## src/sv/arbitrary_block_deframer_macros.svh

```systemverilog
// Assertion helpers used by the deframer top level.
`ifndef ARBITRARY_BLOCK_DEFRAMER_MACROS_SVH
`define ARBITRARY_BLOCK_DEFRAMER_MACROS_SVH

// The consequent must hold in the same cycle as the antecedent.
`define ABD_ASSERT_SAME(label, ante, cons, msg) \
  label: assert property (@(posedge clk) disable iff (rst) (ante) |-> (cons)) \
    else $error(msg);

// The consequent must hold in the cycle after the antecedent.
`define ABD_ASSERT_NEXT(label, ante, cons, msg) \
  label: assert property (@(posedge clk) disable iff (rst) (ante) |=> (cons)) \
    else $error(msg);

`endif

```

## src/sv/abd_pkg.sv

```systemverilog
`timescale 1ns / 1ps

package abd_pkg;

  localparam int COUNT_WIDTH_DEFAULT = 30;

  // The result queue holds up to four words; a byte yields at most two.
  localparam int QUEUE_DEPTH = 4;
  localparam int QPTR_W      = $clog2(QUEUE_DEPTH);
  localparam int QLEVEL_W    = $clog2(QUEUE_DEPTH + 1);

  localparam logic [7:0] CH_HASH    = 8'h23;
  localparam logic [7:0] CH_ZERO    = 8'h30;
  localparam logic [7:0] CH_NINE    = 8'h39;
  localparam logic [7:0] CH_NEWLINE = 8'h0a;

  typedef enum logic [2:0] {
    PH_HASH    = 3'd0,
    PH_COUNT   = 3'd1,
    PH_LEN     = 3'd2,
    PH_LEN_BAD = 3'd3,
    PH_DEF     = 3'd4,
    PH_INDEF   = 3'd5,
    PH_SKIP    = 3'd6
  } phase_t;

  typedef enum logic [2:0] {
    ST_DATA       = 3'd0,
    ST_EMPTY      = 3'd1,
    ST_NO_HASH    = 3'd2,
    ST_BAD_COUNT  = 3'd3,
    ST_BAD_LEN    = 3'd4,
    ST_INCOMPLETE = 3'd5,
    ST_TRUNCATED  = 3'd6
  } status_t;

  typedef struct packed {
    logic [7:0] in_byte;
    logic       block_end;
  } in_word_t;

  typedef struct packed {
    logic [7:0] data_out;
    logic       end_of_result;
    status_t    status;
  } out_word_t;

  // Words handed from the parser to the queue for one accepted byte.
  typedef struct packed {
    logic [1:0] cnt;
    out_word_t  w0;
    out_word_t  w1;
  } push_t;

  typedef struct packed {
    logic                room;
    logic [QLEVEL_W-1:0] level;
  } q_stat_t;

  typedef struct packed {
    logic      valid;
    out_word_t word;
  } head_t;

endpackage

```

## src/sv/abd_front.sv

```systemverilog
`timescale 1ns / 1ps

module abd_front #(
  parameter int COUNT_WIDTH = abd_pkg::COUNT_WIDTH_DEFAULT
) (
  input  logic              clk,
  input  logic              rst,
  input  logic              in_valid,
  input  abd_pkg::in_word_t in_data,
  input  logic              room,
  output abd_pkg::push_t    push
);

  localparam int EXT_W = COUNT_WIDTH + 4;

  abd_pkg::phase_t phase;
  abd_pkg::phase_t phase_next;
  logic [3:0]             digits_left;
  logic [3:0]             digits_left_next;
  logic [COUNT_WIDTH-1:0] length_count;
  logic [COUNT_WIDTH-1:0] length_count_next;
  logic [7:0]             held_byte;
  logic [7:0]             held_byte_next;
  logic                   held_valid;
  logic                   held_valid_next;

  logic                   fire;
  logic [7:0]             b;
  logic                   last;
  logic                   is_digit;
  logic [7:0]             diff;
  logic [3:0]             digit;
  abd_pkg::phase_t        after;
  logic [EXT_W-1:0]       len_ext;
  logic [EXT_W-1:0]       prod;
  logic                   ovf;
  logic                   len_bad;
  logic [COUNT_WIDTH-1:0] len_acc;
  logic [3:0]             dl_dec;
  logic [COUNT_WIDTH-1:0] len_dec;
  abd_pkg::push_t         res;

  assign fire     = in_valid && room;
  assign b        = in_data.in_byte;
  assign last     = in_data.block_end;
  assign is_digit = (b >= abd_pkg::CH_ZERO) && (b <= abd_pkg::CH_NINE);
  assign diff     = b - abd_pkg::CH_ZERO;
  assign digit    = diff[3:0];
  assign after    = last ? abd_pkg::PH_HASH : abd_pkg::PH_SKIP;

  // Decimal accumulate as length*8 + length*2 + digit; the top four bits flag overflow.
  assign len_ext = {4'b0, length_count};
  assign prod    = (len_ext << 3) + (len_ext << 1) + {{(EXT_W - 4){1'b0}}, digit};
  assign ovf     = |prod[EXT_W-1:COUNT_WIDTH];
  assign len_bad = (phase == abd_pkg::PH_LEN_BAD) || !is_digit || ovf;
  assign len_acc = ((phase == abd_pkg::PH_LEN) && is_digit && !ovf) ?
                   prod[COUNT_WIDTH-1:0] : length_count;
  assign dl_dec  = digits_left - 4'd1;
  assign len_dec = length_count - {{(COUNT_WIDTH - 1){1'b0}}, 1'b1};

  always_comb begin
    phase_next = phase;
    case (phase)
      abd_pkg::PH_HASH: begin
        if (b != abd_pkg::CH_HASH) begin
          phase_next = after;
        end else if (last) begin
          phase_next = abd_pkg::PH_HASH;
        end else begin
          phase_next = abd_pkg::PH_COUNT;
        end
      end
      abd_pkg::PH_COUNT: begin
        if (!is_digit) begin
          phase_next = after;
        end else if (last) begin
          phase_next = abd_pkg::PH_HASH;
        end else if (b == abd_pkg::CH_ZERO) begin
          phase_next = abd_pkg::PH_INDEF;
        end else begin
          phase_next = abd_pkg::PH_LEN;
        end
      end
      abd_pkg::PH_LEN, abd_pkg::PH_LEN_BAD: begin
        if (dl_dec == 4'd0) begin
          if (len_bad || (len_acc == '0)) begin
            phase_next = after;
          end else if (last) begin
            phase_next = abd_pkg::PH_HASH;
          end else begin
            phase_next = abd_pkg::PH_DEF;
          end
        end else if (last) begin
          phase_next = abd_pkg::PH_HASH;
        end else begin
          phase_next = len_bad ? abd_pkg::PH_LEN_BAD : abd_pkg::PH_LEN;
        end
      end
      abd_pkg::PH_DEF: begin
        if (len_dec == '0) begin
          phase_next = after;
        end else if (last) begin
          phase_next = abd_pkg::PH_HASH;
        end
      end
      abd_pkg::PH_INDEF: begin
        if (last) begin
          phase_next = abd_pkg::PH_HASH;
        end
      end
      default: begin
        if (last) begin
          phase_next = abd_pkg::PH_HASH;
        end
      end
    endcase
  end

  always_comb begin
    digits_left_next  = digits_left;
    length_count_next = length_count;
    held_byte_next    = held_byte;
    held_valid_next   = held_valid;
    case (phase)
      abd_pkg::PH_COUNT: begin
        if (is_digit && (b == abd_pkg::CH_ZERO)) begin
          held_valid_next = 1'b0;
          held_byte_next  = '0;
        end else if (is_digit) begin
          digits_left_next  = digit;
          length_count_next = '0;
        end
      end
      abd_pkg::PH_LEN, abd_pkg::PH_LEN_BAD: begin
        digits_left_next  = dl_dec;
        length_count_next = len_acc;
      end
      abd_pkg::PH_DEF: begin
        length_count_next = len_dec;
      end
      abd_pkg::PH_INDEF: begin
        if (last) begin
          held_valid_next = 1'b0;
          held_byte_next  = '0;
        end else begin
          held_valid_next = 1'b1;
          held_byte_next  = b;
        end
      end
      default: begin
        digits_left_next = digits_left;
      end
    endcase
  end

  // Result words for the byte being accepted; the first word always goes in w0.
  always_comb begin
    res = '0;
    case (phase)
      abd_pkg::PH_HASH: begin
        if (b != abd_pkg::CH_HASH) begin
          res.cnt = 2'd1;
          res.w0  = '{8'd0, 1'b1, abd_pkg::ST_NO_HASH};
        end else if (last) begin
          res.cnt = 2'd1;
          res.w0  = '{8'd0, 1'b1, abd_pkg::ST_INCOMPLETE};
        end
      end
      abd_pkg::PH_COUNT: begin
        if (!is_digit) begin
          res.cnt = 2'd1;
          res.w0  = '{8'd0, 1'b1, abd_pkg::ST_BAD_COUNT};
        end else if (last && (b == abd_pkg::CH_ZERO)) begin
          res.cnt = 2'd1;
          res.w0  = '{8'd0, 1'b1, abd_pkg::ST_EMPTY};
        end else if (last) begin
          res.cnt = 2'd1;
          res.w0  = '{8'd0, 1'b1, abd_pkg::ST_INCOMPLETE};
        end
      end
      abd_pkg::PH_LEN, abd_pkg::PH_LEN_BAD: begin
        if (dl_dec == 4'd0) begin
          if (len_bad) begin
            res.cnt = 2'd1;
            res.w0  = '{8'd0, 1'b1, abd_pkg::ST_BAD_LEN};
          end else if (len_acc == '0) begin
            res.cnt = 2'd1;
            res.w0  = '{8'd0, 1'b1, abd_pkg::ST_EMPTY};
          end else if (last) begin
            res.cnt = 2'd1;
            res.w0  = '{8'd0, 1'b1, abd_pkg::ST_TRUNCATED};
          end
        end else if (last) begin
          res.cnt = 2'd1;
          res.w0  = '{8'd0, 1'b1, abd_pkg::ST_INCOMPLETE};
        end
      end
      abd_pkg::PH_DEF: begin
        if (len_dec == '0) begin
          res.cnt = 2'd1;
          res.w0  = '{b, 1'b1, abd_pkg::ST_DATA};
        end else begin
          res.cnt = last ? 2'd2 : 2'd1;
          res.w0  = '{b, 1'b0, abd_pkg::ST_DATA};
          res.w1  = '{8'd0, 1'b1, abd_pkg::ST_TRUNCATED};
        end
      end
      abd_pkg::PH_INDEF: begin
        if (!last) begin
          res.cnt = held_valid ? 2'd1 : 2'd0;
          res.w0  = '{held_byte, 1'b0, abd_pkg::ST_DATA};
        end else if (b == abd_pkg::CH_NEWLINE) begin
          res.cnt = 2'd1;
          if (held_valid) begin
            res.w0 = '{held_byte, 1'b1, abd_pkg::ST_DATA};
          end else begin
            res.w0 = '{8'd0, 1'b1, abd_pkg::ST_EMPTY};
          end
        end else if (held_valid) begin
          res.cnt = 2'd2;
          res.w0  = '{held_byte, 1'b0, abd_pkg::ST_DATA};
          res.w1  = '{b, 1'b1, abd_pkg::ST_DATA};
        end else begin
          res.cnt = 2'd1;
          res.w0  = '{b, 1'b1, abd_pkg::ST_DATA};
        end
      end
      default: begin
        res.cnt = 2'd0;
      end
    endcase
  end

  always_comb begin
    push     = res;
    push.cnt = fire ? res.cnt : 2'd0;
  end

  always_ff @(posedge clk) begin
    if (rst) begin
      phase        <= abd_pkg::PH_HASH;
      digits_left  <= '0;
      length_count <= '0;
      held_valid   <= 1'b0;
      held_byte    <= '0;
    end else if (fire) begin
      phase        <= phase_next;
      digits_left  <= digits_left_next;
      length_count <= length_count_next;
      held_valid   <= held_valid_next;
      held_byte    <= held_byte_next;
    end
  end

endmodule

```

## src/sv/abd_queue.sv

```systemverilog
`timescale 1ns / 1ps

module abd_queue (
  input  logic             clk,
  input  logic             rst,
  input  abd_pkg::push_t   push,
  input  logic             pop,
  output abd_pkg::head_t   head,
  output abd_pkg::q_stat_t stat
);

  abd_pkg::out_word_t mem [abd_pkg::QUEUE_DEPTH];
  logic [abd_pkg::QPTR_W-1:0]   wr_ptr;
  logic [abd_pkg::QPTR_W-1:0]   wr_ptr_next;
  logic [abd_pkg::QPTR_W-1:0]   wr_ptr_plus;
  logic [abd_pkg::QPTR_W-1:0]   rd_ptr;
  logic [abd_pkg::QPTR_W-1:0]   rd_ptr_next;
  logic [abd_pkg::QLEVEL_W-1:0] level;
  logic [abd_pkg::QLEVEL_W-1:0] level_next;

  assign wr_ptr_plus = wr_ptr + {{(abd_pkg::QPTR_W - 1){1'b0}}, 1'b1};
  assign wr_ptr_next = wr_ptr + abd_pkg::QPTR_W'(push.cnt);
  assign rd_ptr_next = rd_ptr + abd_pkg::QPTR_W'(pop);
  assign level_next  = level + abd_pkg::QLEVEL_W'(push.cnt) - abd_pkg::QLEVEL_W'(pop);

  assign head.valid = (level != '0);
  assign head.word  = mem[rd_ptr];

  // Room is judged on the registered level so that a two-word byte always fits.
  assign stat.room  = (level <= abd_pkg::QLEVEL_W'(abd_pkg::QUEUE_DEPTH - 2));
  assign stat.level = level;

  always_ff @(posedge clk) begin
    if (push.cnt != 2'd0) begin
      mem[wr_ptr] <= push.w0;
    end
    if (push.cnt == 2'd2) begin
      mem[wr_ptr_plus] <= push.w1;
    end
  end

  always_ff @(posedge clk) begin
    if (rst) begin
      wr_ptr <= '0;
      rd_ptr <= '0;
      level  <= '0;
    end else begin
      wr_ptr <= wr_ptr_next;
      rd_ptr <= rd_ptr_next;
      level  <= level_next;
    end
  end

endmodule

```

## src/sv/abd_back.sv

```systemverilog
`timescale 1ns / 1ps

module abd_back (
  input  logic               clk,
  input  logic               rst,
  input  abd_pkg::head_t     head,
  output logic               pop,
  output logic               out_valid,
  input  logic               out_ready,
  output abd_pkg::out_word_t out_data
);

  logic load;

  // The output register refills whenever it is empty or its word is being taken.
  assign load = !out_valid || out_ready;
  assign pop  = head.valid && load;

  always_ff @(posedge clk) begin
    if (rst) begin
      out_valid <= 1'b0;
    end else if (load) begin
      out_valid <= head.valid;
    end
  end

  always_ff @(posedge clk) begin
    if (pop) begin
      out_data <= head.word;
    end
  end

endmodule

```

## src/sv/arbitrary_block_deframer.sv

```systemverilog
`timescale 1ns / 1ps

// Parses IEEE 488.2 arbitrary blocks: one byte per word in, block_end on the last
// byte, and payload bytes or a status word out. A byte is taken every cycle as long
// as the four-word result queue has two free entries; results pass from the parser
// into the queue, then from the queue into the output register. A byte that yields
// two words (truncation, or an indefinite block ending in a byte that is not a
// newline) leaves the queue one extra word to drain, so the sustained rate stays
// one byte per cycle while the output side keeps taking words.
// Streamed bytes of a truncated block are followed by a truncation status and
// must be discarded by the consumer.

`include "arbitrary_block_deframer_macros.svh"

module arbitrary_block_deframer #(
  parameter int COUNT_WIDTH = abd_pkg::COUNT_WIDTH_DEFAULT
) (
  input  logic               clk,
  input  logic               rst,
  input  logic               in_valid,
  output logic               in_ready,
  input  abd_pkg::in_word_t  in_data,
  output logic               out_valid,
  input  logic               out_ready,
  output abd_pkg::out_word_t out_data
);

  abd_pkg::push_t   push;
  abd_pkg::head_t   head;
  abd_pkg::q_stat_t stat;
  logic             pop;

  assign in_ready = stat.room;

  abd_front #(
    .COUNT_WIDTH(COUNT_WIDTH)
  ) u_front (
    .clk     (clk),
    .rst     (rst),
    .in_valid(in_valid),
    .in_data (in_data),
    .room    (stat.room),
    .push    (push)
  );

  abd_queue u_queue (
    .clk (clk),
    .rst (rst),
    .push(push),
    .pop (pop),
    .head(head),
    .stat(stat)
  );

  abd_back u_back (
    .clk      (clk),
    .rst      (rst),
    .head     (head),
    .pop      (pop),
    .out_valid(out_valid),
    .out_ready(out_ready),
    .out_data (out_data)
  );

  `ABD_ASSERT_SAME(a_no_push_without_room, push.cnt != 2'd0, stat.room, "push while queue full")
  `ABD_ASSERT_SAME(a_push_count_legal, 1'b1, push.cnt != 2'd3, "more than two words per byte")
  `ABD_ASSERT_SAME(a_level_bounded, 1'b1, stat.level <= abd_pkg::QLEVEL_W'(abd_pkg::QUEUE_DEPTH), "queue level above depth")
  `ABD_ASSERT_NEXT(a_pop_loads_output, pop, out_valid, "popped word not presented")

endmodule
```

## config.mk

```make
export PLATFORM = sky130hd
export DESIGN_NAME = arbitrary_block_deframer
export DESIGN_NICKNAME = d
export VERILOG_FILES = /design/src/sv/abd_pkg.sv /design/src/sv/abd_front.sv /design/src/sv/abd_queue.sv /design/src/sv/abd_back.sv /design/src/sv/arbitrary_block_deframer.sv
export VERILOG_INCLUDE_DIRS = /design/src /design/src/sv
export SDC_FILE = /design/constraint.sdc
export NUM_CORES = 1
export LEC_CHECK = 0
export BUFFER_PORTS_ARGS = -buffer_cell sky130_fd_sc_hd__buf_4
export CAP_MARGIN = 20
export CORE_ASPECT_RATIO = 2
export CORE_MARGIN = 10
export CORE_UTILIZATION = 55
export DETAILED_ROUTE_END_ITERATION = 10
export PLACE_DENSITY = 0.7
export SLEW_MARGIN = 40
export SYNTH_ARGS = -nofsm -noshare
export SYNTH_HDL_FRONTEND = slang
export SYNTH_HIERARCHICAL = 1
export SYNTH_SLANG_ARGS = --single-unit
```

## constraint.sdc

```tcl
create_clock -name clk -period 8.25 [get_ports clk]
set_input_delay 0.825 -clock clk [delete_from_list [all_inputs] [get_ports clk]]
set_output_delay 0.825 -clock clk [all_outputs]
set_load 0.02 [all_outputs]
```

## After elaboration in Yosys (flattened, before gate mapping)

Memory sizes are Yosys's and may differ from the RTL's. A register that Yosys moved wholly into a read port is not among the register bits.
Index checks and enable logic that the tools add are counted.

| cells by class | value |
|---|---|
| $add $sub $neg | 10 |
| magnitude comparators | 3 |
| equality and inequality tests | 12 |
| mux-type cells | 54 |
| reduce and logical (&&, ||, !) cells | 28 |

Operators with widths:

| cell | count |
|---|---|
| $mux 14 | 9 |
| $mux 30 | 3 |
| $pmux 30 s3 | 1 |
| $logic_not 30->1 | 2 |
| $pmux 12 s5 | 1 |
| $mux 12 | 4 |
| $mux 13 | 3 |
| $add 33x31->34 | 1 |
| $add 34x4->34 | 1 |
| $mux 3 | 11 |
| $sub 30x1->30 const B | 1 |
| $pmux 12 s2 | 1 |
| $mux 8 | 2 |
| $pmux 8 s2 | 1 |
| $mux 4 | 3 |
| $pmux 3 s4 | 1 |
| $pmux 2 s5 | 1 |
| $mux 1 | 9 |
| $eq 8x4->1 const B | 1 |
| $eq 8x6->1 const B | 1 |
| $ge 8x6->1 const B | 1 |
| $le 8x6->1 const B | 1 |
| $ne 8x6->1 const B | 1 |
| $pmux 4 s2 | 1 |
| other kinds (26) | 46 |

| word-level totals | value |
|---|---|
| register bits after elaboration | 54 |
| memory bits (writable) | 48 |
| bits of input ports | 13 |
| output and inout bits | 14 |
| logic and storage cells | 117 |
| memories | 1 |

Memory list:

| memory | depth | width | read ports | clocked after Yosys merged registers in | write ports | RTL line | source |
|---|---|---|---|---|---|---|---|
| u_queue.mem | 4 | 12 | 1 | 1 | 2 | abd_queue.sv:12 | `abd_pkg::out_word_t mem [abd_pkg::QUEUE_DEPTH];` |

## Longest topological paths before layout

| logic depth | value |
|---|---|
| word-level depth | 15 |
| gate-level depth with buffers | 21 |
| gate-level depth less buffers | 19 |

## By module

The synthesis kept the hierarchy.

By module, submodules not included:

| module | instances | cells each | area each (sq um) | sequential area each (sq um) |
|---|---|---|---|---|
| abd_front | 1 | 893 | 6,522.5 | 920.9 |
| abd_queue | 1 | 157 | 2,896.5 | 1,581.5 |
| abd_back | 1 | 17 | 415.4 | 380.4 |

## Worst setup path before layout

No wires, ideal clock.

| path | value |
|---|---|
| path type | input -> register |
| start point | in in_data[4] in the netlist's numbering |
| end point | mem u_queue/mem[0][0] in the netlist's numbering (enable) |
| library setup time | 400 ps |
| arrival time | 5,716 ps |
| data required time | 7,850 ps |
| path slack | 2,134 ps |
| stages on the path | 17 |
| path buffers | 1 |
| cell sequence | inv_1 fa_1 inv_1 ha_1 a21o_1 and4_1 clkbuf_1 or4_4 a311oi_2 and3b_1 o2111ai_1 or4b_4 nor4b_4 nor3b_1 o21ai_1 nor2_1 o31ai_1 |

RTL lines:

| item | RTL line | source |
|---|---|---|
| start, declared | arbitrary_block_deframer.sv:22 | `input abd_pkg::in_word_t in_data,` |
| end, declared | abd_queue.sv:12 |  |

==> flow_summary.toml <==
[timing]
setup_viol = 0
hold_violations = 0
grt_setup_unrepaired = "no"
period_minus_slack_ps = 6270
fin_crit_sh_pct = 76.1
slew_violations = 0
fin_hold_ws_ps = 492
tightest_slew_ps = 817
fmax_mhz = 159
max_slew_margin_pct = 45.4
timing.setup.tns_ps = 0
skew_ps = 8.26

[floorplanning]
ios = 27
dieArea_sq_mm = 0.0240
core_area_sq_mm = 0.0177
start_util_pct = 55.6
chipHeight_um = 209
die_x_um = 115
rows = 69

[placed_design]
dp_cells = 1244
port_buffers = 26
hpwlAfterDp_um = 22800
place_area_sq_mm = 0.0101
gp_congestion = 0.968

[cells_and_area]
antennaDiodeCount = 0
area_growth_pct = 8.74
utilization_pct = 60.4
nets = 1134
instances_no_fill = 1276
drive_above_1_share_pct = 15.9
final_cell_area_sq_mm = 0.0107

[synth]
synth.avg_cell_area_sq_um = 9.22
synthFlopType = "edfxtp_1"
ys_warn_count = 6
syn_area_sq_mm = 0.00983
synth_top_area_share_pct = 18.3
synthTopCellsByCount = "97 x nor2_1, 72 x nand2_1, 68 x ha_1"
yosys-top-cells-area = "edfxtp_1 18%, dfxtp_1 11%, ha_1 8.7%"
synthArstFlopShare_pct = 0
seq_area_frac_synth_pct = 29.3
synth_largest_area_cell = "edfxtp_1"
synth-edff-count = 60
synth-seq-cells = 114
yosysUniqueCellTypes = 101
synthCells = 1067
syn_nets = 1151
synth_most_common_cell = "nor2_1"

[worst_setup_path]
critPathRequiredTime_ps = 8410
crit_type = "flop to flop"
crit_arrival_ps = 6440
start_kind = "flop"
crit_fanout = 13
end_kind = "flop"

[power]
vdd.ir_drop.worst_mv = 0.157
power.leakage_nw = 4.28
powerDensity_mw_per_mm2 = 248

[global_routing]
grt_pass1_wl_um = 47000
use_met1_pct = 22.2
grt_overflow = 0
use_met3_pct = 3.27
grt-busiest-layer = "met2"
antenna_found_initial = 0
track_usage_pct = 24.7
grtUsageMet2_pct = 47.8
grt_pass1_vias = 8867
grt_max_degree = 50

[clocking]
worstSkewPairLatency_ps = 420
cts_buffers = 17
cts.sinks = 114
post-cts-setup-buffer-count = 0
cts_max_level = 4
ctsHoldBuffers = 0
cts_buffer_depth = 2
ctsResizeCount = 0
clock-root-buffer = "clkbuf_16"
clk_pin_slew_ps = 50
cts_tree = "yes"

[detailed_routing]
avgRoutedWirePerCell_um = 23.4
drt-total-wl_um = 29900
vias_per_cell = 6.87
drc = 0
drtIter0Drc = 712
ant_nets = 0
first_pass_iters = 5
vias = 8761

[outcome]
status = "finished clean"

[worst_hold_path]
hold_path.class = "flop to flop"

[flow_run]
cap_violations = 0
-- critical path, cell delays in order (launching register included) --
cell      delay, ps
dfxtp_1         520
inv_1           160
fa_1            510
inv_1            70
fa_1            470
a21o_1          220
a221oi_4        460
o21bai_1        150
xor2_1          200
nor4b_1         520
o211a_1         230
or4b_4          480
nor4b_4         340
nor3b_1         120
o21ai_1         630
nand4b_2        560
mux2_2          390
-- final timing paths --
| check | from | end | slack (ps) | cells after the start |
|---|---|---|---|---|
| worst max-delay path | u_front/length_count[2] | u_queue/mem[0][1] | 1980 | 16 |
| worst min-delay path | u_back/out_valid | u_back/out_valid | 490 | 2 |
| worst max register to register | u_front/length_count[2] | u_queue/mem[0][1] | 1980 | 16 |
| worst min register to register | u_back/out_valid | u_back/out_valid | 490 | 2 |
-- logic make-up (layout without fill, tap and decap cells) --
kind of cell	count (synthesis)	in the layout	synth area share, %
AOI/OAI and AO/OA	287	287	21.1
and+or+nand+nor	374	374	20.7
buffers and inverters	104	100	4.72
DFF	114	114	29.3
muxes	79	79	11.3
other	1	1	0.0381
xor gates and xnor gates	37	37	3.59
adders and majority gates	71	71	9.26
-- state kept, by name, indices dropped and copies added (netlist names) --
register / count
u_queue/rd_ptr: 2
u_back/out_data: 12
u_front/phase: 3
u_front/length_count: 30
u_front/held_byte: 8
u_front/digits_left: 4
u_back/out_valid: 1
u_queue/level: 3
u_front/held_valid: 1
u_queue/mem: 48
u_queue/wr_ptr: 2
-- through the flow --
stage / total power, W / worst slack [ps]
after floorplan: 0.00158 / 2130
after global placement: 0.00186 / 1500
after detailed placement: 0.00188 / 1590
after CTS: 0.00265 / 1970
after global routing: 0.00279 / 1620
final: 0.00265 / 1980
-- cell type report --
type                       count  area [sq um]
sequential                   114          2880
clock inverter                10           155
clock buffer                  22           464
inverter                      30           113
multi-input combinational    849          6530
tap                          213           267
timing repair buffer          38           285
fill                        1521          7000
-- placed cells by master, fill, tap and decap left out, types with 9 or more instances in the layout --
| cell | Yosys | routed |
|---|---|---|
| a21o_1 | 10 | 10 |
| mux4_2 | 12 | 12 |
| inv_1 | 29 | 29 |
| nand2_1 | 72 | 72 |
| edfxtp_1 | 60 | 60 |
| a211oi_1 | 10 | 10 |
| buf_4 | 6 | 38 |
| mux2i_1 | 11 | 11 |
| nand3_1 | 20 | 20 |
| o211ai_1 | 10 | 10 |
| or3_1 | 11 | 11 |
| and2_1 | 15 | 15 |
| xor2_1 | 10 | 10 |
| mux2_4 | 28 | 28 |
| a22o_1 | 16 | 16 |
| nor4b_1 | 9 | 9 |
| o21ai_0 | 44 | 44 |
| a21oi_1 | 60 | 60 |
| nor2b_1 | 14 | 12 |
| a22oi_1 | 16 | 16 |
| nor3_1 | 44 | 42 |
| ha_1 | 68 | 68 |
| dfxtp_1 | 54 | 53 |
| nand4_1 | 14 | 14 |
| clkbuf_16 | 0 | 17 |
| nor4_1 | 18 | 18 |
| mux2_2 | 16 | 16 |
| nor2_1 | 97 | 97 |
| nand2b_1 | 11 | 10 |
| mux2_1 | 12 | 12 |
| xnor2_1 | 25 | 25 |
-- per-layer routing --
metal	vias up	part of all wire, %
met4	0	6.6
met5	-	0
met2	353	57
li1	4051	-
met3	140	3.4
met1	4217	33
-- power by group --
part	leakage [nW]	internal [W]	switching, W	total [W]
combinational	2.98	0.000433	0.000608	0.00104
clock	0.302	0.000519	0.000253	0.000772
sequential	1.00	0.000740	0.000101	0.000840
(Power assumes the default switching activity.)
